## src/rtl/lnasm_pkg.sv

```systemverilog
// Shared types and constants for the line assembler.
// No dependencies; used by lnasm_ctrl, lnasm_dp and the top level.
package lnasm_pkg;

	localparam int LINE_CAPACITY_DEF = 64;
	localparam int BYTE_W            = 8;
	localparam int OVF_W             = 16;

	localparam logic [BYTE_W-1:0] CR_BYTE        = 8'h0D;
	localparam logic [BYTE_W-1:0] LINE_END_RESET = 8'h0A;

	// Controller to datapath
	typedef struct packed {
		logic accept;   // input side open
		logic rd_en;    // read store at the readout pointer
		logic load;     // move read data into the output register, advance pointer
	} cmd_t;

	// Datapath to controller
	typedef struct packed {
		logic line_done; // accepted byte closes a non-empty line
		logic out_free;  // output register empty or being taken this cycle
		logic rd_last;   // readout pointer sits on the final byte of the line
	} sts_t;

endpackage

```

## src/rtl/lnasm_ctrl.sv

```systemverilog
// Readout sequencer for the line assembler.
// Depends on lnasm_pkg for the command and status structs.
module lnasm_ctrl (
	input  logic              clk,
	input  logic              arst_n,
	input  lnasm_pkg::sts_t   sts,
	output lnasm_pkg::cmd_t   cmd
);

	typedef enum logic [1:0] {
		ST_IDLE,
		ST_FETCH,
		ST_LOAD
	} state_t;

	state_t state_q;

	always_ff @(posedge clk or negedge arst_n) begin
		if (!arst_n) begin
			state_q <= ST_IDLE;
		end else begin
			unique case (state_q)
				ST_IDLE: begin
					if (sts.line_done) begin
						state_q <= ST_FETCH;
					end
				end
				ST_FETCH: begin
					// hold until the output register can take the next byte
					if (sts.out_free) begin
						state_q <= ST_LOAD;
					end
				end
				ST_LOAD: begin
					state_q <= sts.rd_last ? ST_IDLE : ST_FETCH;
				end
				default: begin
					state_q <= ST_IDLE;
				end
			endcase
		end
	end

	always_comb begin
		cmd.accept = (state_q == ST_IDLE);
		cmd.rd_en  = (state_q == ST_FETCH) && sts.out_free;
		cmd.load   = (state_q == ST_LOAD);
	end

endmodule

```

## src/rtl/lnasm_dp.sv

```systemverilog
// Datapath of the line assembler: line store, fill count, discard flag,
// overflow counter, readout pointer and output register. Depends on lnasm_pkg.
module lnasm_dp #(
	parameter int LINE_CAPACITY = lnasm_pkg::LINE_CAPACITY_DEF
) (
	input  logic                                      clk,
	input  logic                                      arst_n,
	input  logic                                      cfg_valid,
	input  logic [lnasm_pkg::BYTE_W-1:0]              cfg_data,
	input  logic                                      s_tvalid,
	input  logic [lnasm_pkg::BYTE_W-1:0]              s_tdata,
	input  logic                                      m_tready,
	output logic                                      m_tvalid,
	output logic [lnasm_pkg::OVF_W+lnasm_pkg::BYTE_W-1:0] m_tdata,
	output logic                                      m_tlast,
	input  lnasm_pkg::cmd_t                           cmd,
	output lnasm_pkg::sts_t                           sts
);

	localparam int DEPTH  = LINE_CAPACITY - 1;
	localparam int FILL_W = $clog2(LINE_CAPACITY);
	localparam int IDX_W  = (DEPTH > 1) ? $clog2(DEPTH) : 1;
	localparam logic [FILL_W-1:0] FILL_MAX = FILL_W'(DEPTH);

	logic [lnasm_pkg::BYTE_W-1:0] mem [DEPTH];

	logic [lnasm_pkg::BYTE_W-1:0] line_end_q;
	logic [FILL_W-1:0]            fill_q;
	logic [FILL_W-1:0]            fill_dec;
	logic                         discard_q;
	logic [lnasm_pkg::OVF_W-1:0]  ovf_q;
	logic [IDX_W-1:0]             rd_ptr_q;
	logic [IDX_W-1:0]             last_idx_q;
	logic [lnasm_pkg::BYTE_W-1:0] rd_data_q;
	logic                         out_valid_q;
	logic [lnasm_pkg::BYTE_W-1:0] out_byte_q;
	logic                         out_last_q;
	logic [lnasm_pkg::OVF_W-1:0]  out_ovf_q;

	logic in_fire;
	logic is_cr;
	logic is_end;
	logic fill_empty;
	logic fill_full;
	logic wr_en;

	assign in_fire    = s_tvalid && cmd.accept;
	assign is_cr      = (s_tdata == lnasm_pkg::CR_BYTE);
	assign is_end     = (s_tdata == line_end_q);
	assign fill_empty = (fill_q == '0);
	assign fill_full  = (fill_q == FILL_MAX);
	assign fill_dec   = fill_q - 1'b1;
	assign wr_en      = in_fire && !is_cr && !is_end && !discard_q && !fill_full;

	always_comb begin
		sts.line_done = in_fire && !is_cr && is_end && !discard_q && !fill_empty;
		sts.out_free  = !out_valid_q || m_tready;
		sts.rd_last   = (rd_ptr_q == last_idx_q);
	end

	always_ff @(posedge clk or negedge arst_n) begin
		if (!arst_n) begin
			line_end_q <= lnasm_pkg::LINE_END_RESET;
		end else if (cfg_valid) begin
			line_end_q <= cfg_data;
		end
	end

	// Gather, close and discard lines
	always_ff @(posedge clk or negedge arst_n) begin
		if (!arst_n) begin
			fill_q    <= '0;
			discard_q <= 1'b0;
			ovf_q     <= '0;
		end else if (in_fire && !is_cr) begin
			priority if (is_end) begin
				discard_q <= 1'b0;
				fill_q    <= '0;
			end else if (discard_q) begin
				discard_q <= 1'b1;
			end else if (fill_full) begin
				// over-long line: count once, drop until the next line end
				if (ovf_q != '1) begin
					ovf_q <= ovf_q + 1'b1;
				end
				discard_q <= 1'b1;
				fill_q    <= '0;
			end else begin
				fill_q <= fill_q + 1'b1;
			end
		end
	end

	always_ff @(posedge clk) begin
		if (wr_en) begin
			mem[fill_q[IDX_W-1:0]] <= s_tdata;
		end
		if (cmd.rd_en) begin
			rd_data_q <= mem[rd_ptr_q];
		end
	end

	always_ff @(posedge clk or negedge arst_n) begin
		if (!arst_n) begin
			rd_ptr_q   <= '0;
			last_idx_q <= '0;
		end else if (sts.line_done) begin
			rd_ptr_q   <= '0;
			last_idx_q <= fill_dec[IDX_W-1:0];
		end else if (cmd.load) begin
			rd_ptr_q <= rd_ptr_q + 1'b1;
		end
	end

	always_ff @(posedge clk or negedge arst_n) begin
		if (!arst_n) begin
			out_valid_q <= 1'b0;
		end else if (cmd.load) begin
			out_valid_q <= 1'b1;
		end else if (m_tready) begin
			out_valid_q <= 1'b0;
		end
	end

	always_ff @(posedge clk) begin
		if (cmd.load) begin
			out_byte_q <= rd_data_q;
			out_last_q <= sts.rd_last;
			out_ovf_q  <= ovf_q;
		end
	end

	assign m_tvalid = out_valid_q;
	assign m_tdata  = {out_ovf_q, out_byte_q};
	assign m_tlast  = out_last_q;

	a_fill_bound: assert property (@(posedge clk) disable iff (!arst_n)
		fill_q <= FILL_MAX)
		else $error("fill count beyond store depth");

	a_discard_empty: assert property (@(posedge clk) disable iff (!arst_n)
		discard_q |-> fill_empty)
		else $error("store not empty while discarding");

	a_load_free: assert property (@(posedge clk) disable iff (!arst_n)
		cmd.load |-> !out_valid_q)
		else $error("output register overwritten");

	a_ovf_step: assert property (@(posedge clk) disable iff (!arst_n)
		(ovf_q != $past(ovf_q)) |-> (ovf_q == $past(ovf_q) + 1'b1))
		else $error("overflow count moved by other than one");

	a_no_write_readout: assert property (@(posedge clk) disable iff (!arst_n)
		(cmd.rd_en || cmd.load) |-> !wr_en)
		else $error("store written during readout");

endmodule

```

## src/rtl/line_assembler_with_overflow_discard.sv

```systemverilog
// Top level of the line assembler: joins lnasm_ctrl and lnasm_dp.
// Depends on lnasm_pkg.
//
//  channel  | direction | signals                      | payload
//  ---------+-----------+------------------------------+-------------------------------
//  s_       | in        | s_tvalid s_tready s_tdata    | rx_byte
//  m_       | out       | m_tvalid m_tready m_tdata    | line_byte, overflow_total, tlast
//  cfg_     | in        | cfg_valid cfg_ready cfg_data | line_end_char
//
// The input stays open except while a line is read out. Readout of each byte is a store
// read, then an output register load, and waits while the output stalls; the last byte
// leaves in the output register while input reopens.
// Reset (arst_n low) empties the line, leaves discard mode, zeroes the overflow count and
// sets the line end to 0x0A. Store contents are not cleared and need no clearing pass.
module line_assembler_with_overflow_discard #(
	parameter int LINE_CAPACITY = lnasm_pkg::LINE_CAPACITY_DEF
) (
	input  logic                                          clk,
	input  logic                                          arst_n,
	input  logic                                          cfg_valid,
	output logic                                          cfg_ready,
	input  logic [lnasm_pkg::BYTE_W-1:0]                  cfg_data,  // line_end_char
	input  logic                                          s_tvalid,
	output logic                                          s_tready,
	input  logic [lnasm_pkg::BYTE_W-1:0]                  s_tdata,   // [7:0] rx_byte
	output logic                                          m_tvalid,
	input  logic                                          m_tready,
	// [7:0] line_byte, [23:8] overflow_total
	output logic [lnasm_pkg::OVF_W+lnasm_pkg::BYTE_W-1:0] m_tdata,
	output logic                                          m_tlast    // line_last
);

	lnasm_pkg::cmd_t cmd;
	lnasm_pkg::sts_t sts;

	assign cfg_ready = 1'b1;
	assign s_tready  = cmd.accept;

	lnasm_ctrl u_ctrl (
		.clk    (clk),
		.arst_n (arst_n),
		.sts    (sts),
		.cmd    (cmd)
	);

	lnasm_dp #(
		.LINE_CAPACITY (LINE_CAPACITY)
	) u_dp (
		.clk       (clk),
		.arst_n    (arst_n),
		.cfg_valid (cfg_valid),
		.cfg_data  (cfg_data),
		.s_tvalid  (s_tvalid),
		.s_tdata   (s_tdata),
		.m_tready  (m_tready),
		.m_tvalid  (m_tvalid),
		.m_tdata   (m_tdata),
		.m_tlast   (m_tlast),
		.cmd       (cmd),
		.sts       (sts)
	);

endmodule

```

## config.mk

```make
export PLATFORM = sky130hd
export DESIGN_NAME = line_assembler_with_overflow_discard
export DESIGN_NICKNAME = d
export VERILOG_FILES = /design/src/rtl/lnasm_pkg.sv /design/src/rtl/lnasm_ctrl.sv /design/src/rtl/lnasm_dp.sv /design/src/rtl/line_assembler_with_overflow_discard.sv
export SDC_FILE = /design/constraint.sdc
export NUM_CORES = 1
export LEC_CHECK = 0
export BUFFER_PORTS_ARGS = -buffer_cell sky130_fd_sc_hd__buf_4
export CAP_MARGIN = 10
export CORE_MARGIN = 4
export CORE_UTILIZATION = 46
export DETAILED_ROUTE_END_ITERATION = 10
export PLACE_DENSITY = 0.72
export SYNTH_ARGS = -nofsm -noshare
export SYNTH_HDL_FRONTEND = slang
export SYNTH_SLANG_ARGS = --single-unit
```

## constraint.sdc

```tcl
create_clock -name clk -period 3.54 [get_ports clk]
set_clock_uncertainty 0.15 [all_clocks]
set_input_delay 0 -clock clk [delete_from_list [all_inputs] [get_ports clk]]
set_output_delay 0 -clock clk [all_outputs]
set_load 0.005 [all_outputs]
```

# After elaboration in Yosys (flattened, before gate mapping)
# Memory sizes are Yosys's and may differ from the RTL's. A register that Yosys moved wholly into a read port is not among the register bits.
# Cells that the tools add are included.
# word_totals
reg_bits	71
mem_bits_rw	504
input_bits	21
output_inout_bits	28
wordCells	67
mem_count	1
# op_classes
add_sub_neg	4
n_eq_ne	10
mux	16
bitwise	2
reduce_logical	23
# mem_list
memory	depth	width	rd	rd_clocked_by_memory_dff	write_ports	line	text
u_dp.mem	63	8	1	1	1	lnasm_dp.sv:25	logic [lnasm_pkg::BYTE_W-1:0] mem [DEPTH];
# ops
op	n
6-bit 2-to-1 mux	5
16-bit by 1-bit adder with 16-bit output, second input constant	1
16-bit inequality test, second input constant	1
6-bit by 1-bit adder with 6-bit output, second input constant	2
1-bit logical AND	9
8-bit by 4-bit equality test with 1-bit output, second input constant	1
8-bit equality test	1
1-bit 2-to-1 mux	8
6-bit equality test	1
6-bit equality test, second input constant	1
1-bit zero test	6
6-bit zero test	1
2-bit one-hot mux with 3 select lines	1
6-bit by 1-bit subtractor with 6-bit output, second input constant	1
5-bit AND reduction	1
2-bit 2-to-1 mux	2
2-bit by 1-bit inequality test with 1-bit output, second input constant	2
2-bit AND reduction	2
2-bit nonzero test	2
2-bit by 1-bit equality test with 1-bit output, second input constant	1
2-bit equality test, second input constant	1
2-bit zero test	1
2-bit inequality test, second input constant	1
1-bit NOT	2
1-bit logical OR	1

# Depth between registers and ports, before layout
# depth
word_depth	8
mapped_depth	10

# By module
# From an unflattened synthesis, not the netlist that was laid out.
# unflattened
cells_unflattened	1176
hier_area_um2	22947.0
# modules_own_cells
module	n_inst	cells_per_inst	area_per_inst_um2	seq_area_each_um2
lnasm_dp	1	1163	22835.7	17229.0
lnasm_ctrl	1	11	100.1	50.0
line_assembler_with_overflow_discard	1	2	11.3	0.0

# Least setup slack after synthesis
# Ideal clock, no wire load.
# synth_timing
kind	register to register
start	register u_dp.line_end_q[1] (netlist name)
end	memory u_dp.mem[25][0] (netlist name), enable pin
setup_ps	395
arrival_time_ps	2301
setup_slack_ps	694
path_stages_with_launch	6
n_path_buf	1
synth_period_minus_slack_ps	2846
path_cell_list	dfstp_2 -> xor2_1 -> nor4_4 -> a211o_2 -> buf_2 -> nor4_1
# synth_via
elab_chain_len	7
# synth_rtl
item	line	text
start: declaration	lnasm_dp.sv:27	logic [lnasm_pkg::BYTE_W-1:0] line_end_q;
start signal: assignment	lnasm_dp.sv:63	line_end_q <= lnasm_pkg::LINE_END_RESET;
start signal: assignment	lnasm_dp.sv:65	line_end_q <= cfg_data;
8-bit equality test	lnasm_dp.sv:49	assign is_end = (s_tdata == line_end_q);
1-bit zero test	lnasm_dp.sv:53	assign wr_en = in_fire && !is_cr && !is_end && !discard_q && !fill_full;
1-bit logical AND (3 in a row)	lnasm_dp.sv:53	
1-bit 2-to-1 mux	lnasm_dp.sv:95	if (wr_en) begin
1-bit 2-to-1 mux (implied by the code)	lnasm_dp.sv:96	mem[fill_q[IDX_W-1:0]] <= s_tdata;
end: declaration	lnasm_dp.sv:25	
# Every way passes these cells.

# Worst setup path after layout
# layout_timing
start	register u_dp.line_end_q[3] (netlist name)
end	memory u_dp.mem[11][6] (netlist name), enable pin
# Same word-level chain as after synthesis.

==> out/qor.csv <==
metric,value,unit
Ys Warns,0,
Num CTS Buffers,56,
Hold Path Class,input pin to flip-flop,
R2R Path End,u_dp.mem[11][6]$_DFFE_PP_,
DRC,0,
"commonest non-fill, non-tap cells in the layout","537 x edfxtp_1, 136 x buf_4, 90 x mux4_2, 81 x nor2_1, 60 x nand2_1",
"Core Util, Final",54.0,%
final hold vios,0,
largest net degree at the start of global routing,64,
TritonCTS clock tree,done,
cell accounting for the most synthesized area,edfxtp_1,
Worst R2R Start,u_dp.line_end_q[3]$_DFFE_PN1P_,
HPWL after DPL,35200,µm
final WL,55600,µm
Die W,232,µm
setup_tns,0,ns
Critical Path End Type,flip-flop,
Place WS,0.461,ns
worst vdd ir,0.462,mV
CTS Sinks,583,
relative slew slack,33.5,%
Placed Area,24500,µm²
Setup crit start kind,flip-flop,
ys flop type,edfxtp_1,
RSZ-0062 raised after global routing,no,
clk slew on worst S/H paths,0.06,ns
Synth Area in Adders,0.217,%
vias per cell,5.92,
synthesis-to-finish area growth,15.4,%
CP Max Fanout,16,
syn nets,1270,
DRT Pass-1 Iters,6,
P per Cell Area,699,nW/µm²
critical path launch point,u_dp.line_end_q[3]$_DFFE_PN1P_,
WL per Instance,26.3,µm
post-synth cell types,62,
H-tree levels,2,
Root Buffer,clkbuf_16,
fill count,3741,
clk_lat worst skew,0.61,ns
Slew @ Worst Pin,0.995,ns
Synth Area in Simple Gates,5.19,%
CP required,3.62,ns
Post-synth EDFFs,537,
setup ws final,0.379,ns
Bufs on Longest Clock Path,3,
Die Area,53700,µm²
largest family of logic cells by synthesized area,multiplexers,
Post-Synth XOR/XNOR Area,1.37,%
vias in the first global route,12300,
Port Buffers,47,
die height,232,µm
synthesized area,23000,µm²
Initial Util,46.8,%
Synth Register Bits,583,
Slew Limit Fails,0,
routed via count,12500,
status,"finished, final reports clean",
asr flop ratio synth,7.89,%
largest cells by area after synthesis,"edfxtp_1 70%, mux4_2 8.8%, dfrtp_1 4.8%, mux2i_1 2.5%, nor2_1 1.3%",
final instance area,26600,µm²
Compound-Gate Fraction of Synth Area,4.04,%
register area share after synthesis,75.1,%
worst reg2reg setup slack,0.38,ns
row cnt,81,
RD Place Congestion,0.869,
mux cell area share after synthesis,12.4,%
Max Cap Viol,0,
Worst Setup EP,u_dp.mem[11][6]$_DFFE_PP_,
upper clock frequency limit,316,MHz
Worst R2R Path Depth,6,
Period minus WS final,3.16,ns
# diodes,0,
Final ANT Viol Nets,0,
final setup violating endpoints,0,
share of cells above drive strength 1,23.9,%
IO Count,49,
Cells after Synth,1245,
Crit Path Category,flip-flop to flip-flop,
Post-CTS Setup Inserts,0,
core area,49200,µm²
CP arrival,3.25,ns
Final #Nets,1427,
first-pass GRT wire length,82600,µm
Leakage Power,9.01,nW
Synth Area per Inst,18.5,µm²
initial DRC count,1871,
initial antenna violation count,1,
"commonest non-fill, non-tap cell in the layout",edfxtp_1,
share of the synthesized area in the top cell type,70.1,%
All-Layer GR Usage,20.8,%
Final Cycle Share,89.3,%
gr ovfl total,0,
==> through the flow <==
stage               hold WS [ns]  cells  total power, mW
floorplan                 -0.446   1245             11.4
global placement          -0.102   1976             13.0
detailed placement        -0.100   1976             13.1
CTS                       0.0805   2112             18.6
global route               0.110   2112             19.3
finish                     0.108   2112             18.6
==> flip-flops by register name, indices dropped and copies added, names as in the netlist <==
signal and count:
u_dp.fill_q 6, u_dp.out_ovf_q 16, u_dp.rd_ptr_q 6, u_dp.m_tvalid 1
u_dp.last_idx_q 6, u_ctrl.state_q 2, u_dp.discard_q 1, u_dp.rd_data_q 8
u_dp.out_byte_q 8, u_dp.mem 504, u_dp.ovf_q 16, u_dp.m_tlast 1
u_dp.line_end_q 8
==> per-layer routing <==
| layer | GRT usage (%) | share of wire, % | vias to the layer above |
|---|---|---|---|
| met3 | 4.60 | 10 | 118 |
| li1 | - | - | 5307 |
| met2 | 32.3 | 47 | 727 |
| met4 | 7.77 | 3.8 | 0 |
| met5 | 0 | 0 | - |
| met1 | 29.3 | 39 | 6359 |
==> layout make-up <==
cell class | count | area (µm²) | area share, %
clock inverter | 32 | 216 | 0.815
inverter | 6 | 22.5 | 0.0848
tap | 664 | 831 | 3.13
sequential | 583 | 17300 | 65.1
timing repair buffer | 170 | 1400 | 5.27
multi-input combinational | 585 | 5340 | 20.1
clock buffer | 72 | 1460 | 5.50
==> critical path, cell delays in order (launching register included) <==
cell     delay [ns]
dfstp_2        0.54
xor2_1         0.26
nor4_4         0.10
a211o_2        0.47
nor2_1         0.27
nand2_1        0.34
nor2_1         0.65
==> worst min path at each step <==
stage	from	end	slack [ns]	depth (start not counted)
floorplan	arst_n	u_ctrl.state_q[0]$_DFFE_PN0P_	-0.45	0
global placement	arst_n	u_dp.ovf_q[8]$_DFFE_PN0P_	-0.10	1
detailed placement	arst_n	u_dp.ovf_q[6]$_DFFE_PN0P_	-0.10	1
CTS	cfg_valid	u_dp.line_end_q[7]$_DFFE_PN0P_	0.08	3
global route	cfg_valid	u_dp.line_end_q[1]$_DFFE_PN1P_	0.11	3
finish	cfg_valid	u_dp.line_end_q[4]$_DFFE_PN0P_	0.11	3
==> timing repair <==
action                    CTS  global route
hold endpoints to repair  167             0
hold buffers               32             0
resized for setup           0             0
==> cell usage after synthesis, types with 9 or more instances <==
cell	number
a22oi_1	18
mux2i_1	57
nor2b_1	9
nand3_1	27
o22ai_1	13
xor2_1	16
nor4_1	10
buf_4	12
a211oi_1	14
buf_2	11
nor2_1	81
nand2_1	60
mux4_2	90
edfxtp_1	537
dfrtp_1	44
o21ai_0	24
mux2_2	22
nand4_1	14
clkbuf_1	35
a21oi_1	19
xnor2_1	20
==> report_power, final <==
part	switching, mW	leakage (nW)	total, mW	internal (mW)
Combinational	2.78	2.74	4.83	2.05
Clock	2.49	0.825	5.49	3.00
Sequential	0.432	5.45	8.24	7.80
==> logic make-up after synthesis <==
group | Yosys count
multiplexers | 169
buffers and inverters | 77
other | 1
flip-flops | 583
AND/OR/NAND/NOR | 241
adder cells (fa/ha/maj) | 4
AO/OA/AOI/OAI | 134
XOR/XNOR | 36
Power figures use the tool's default switching activity.
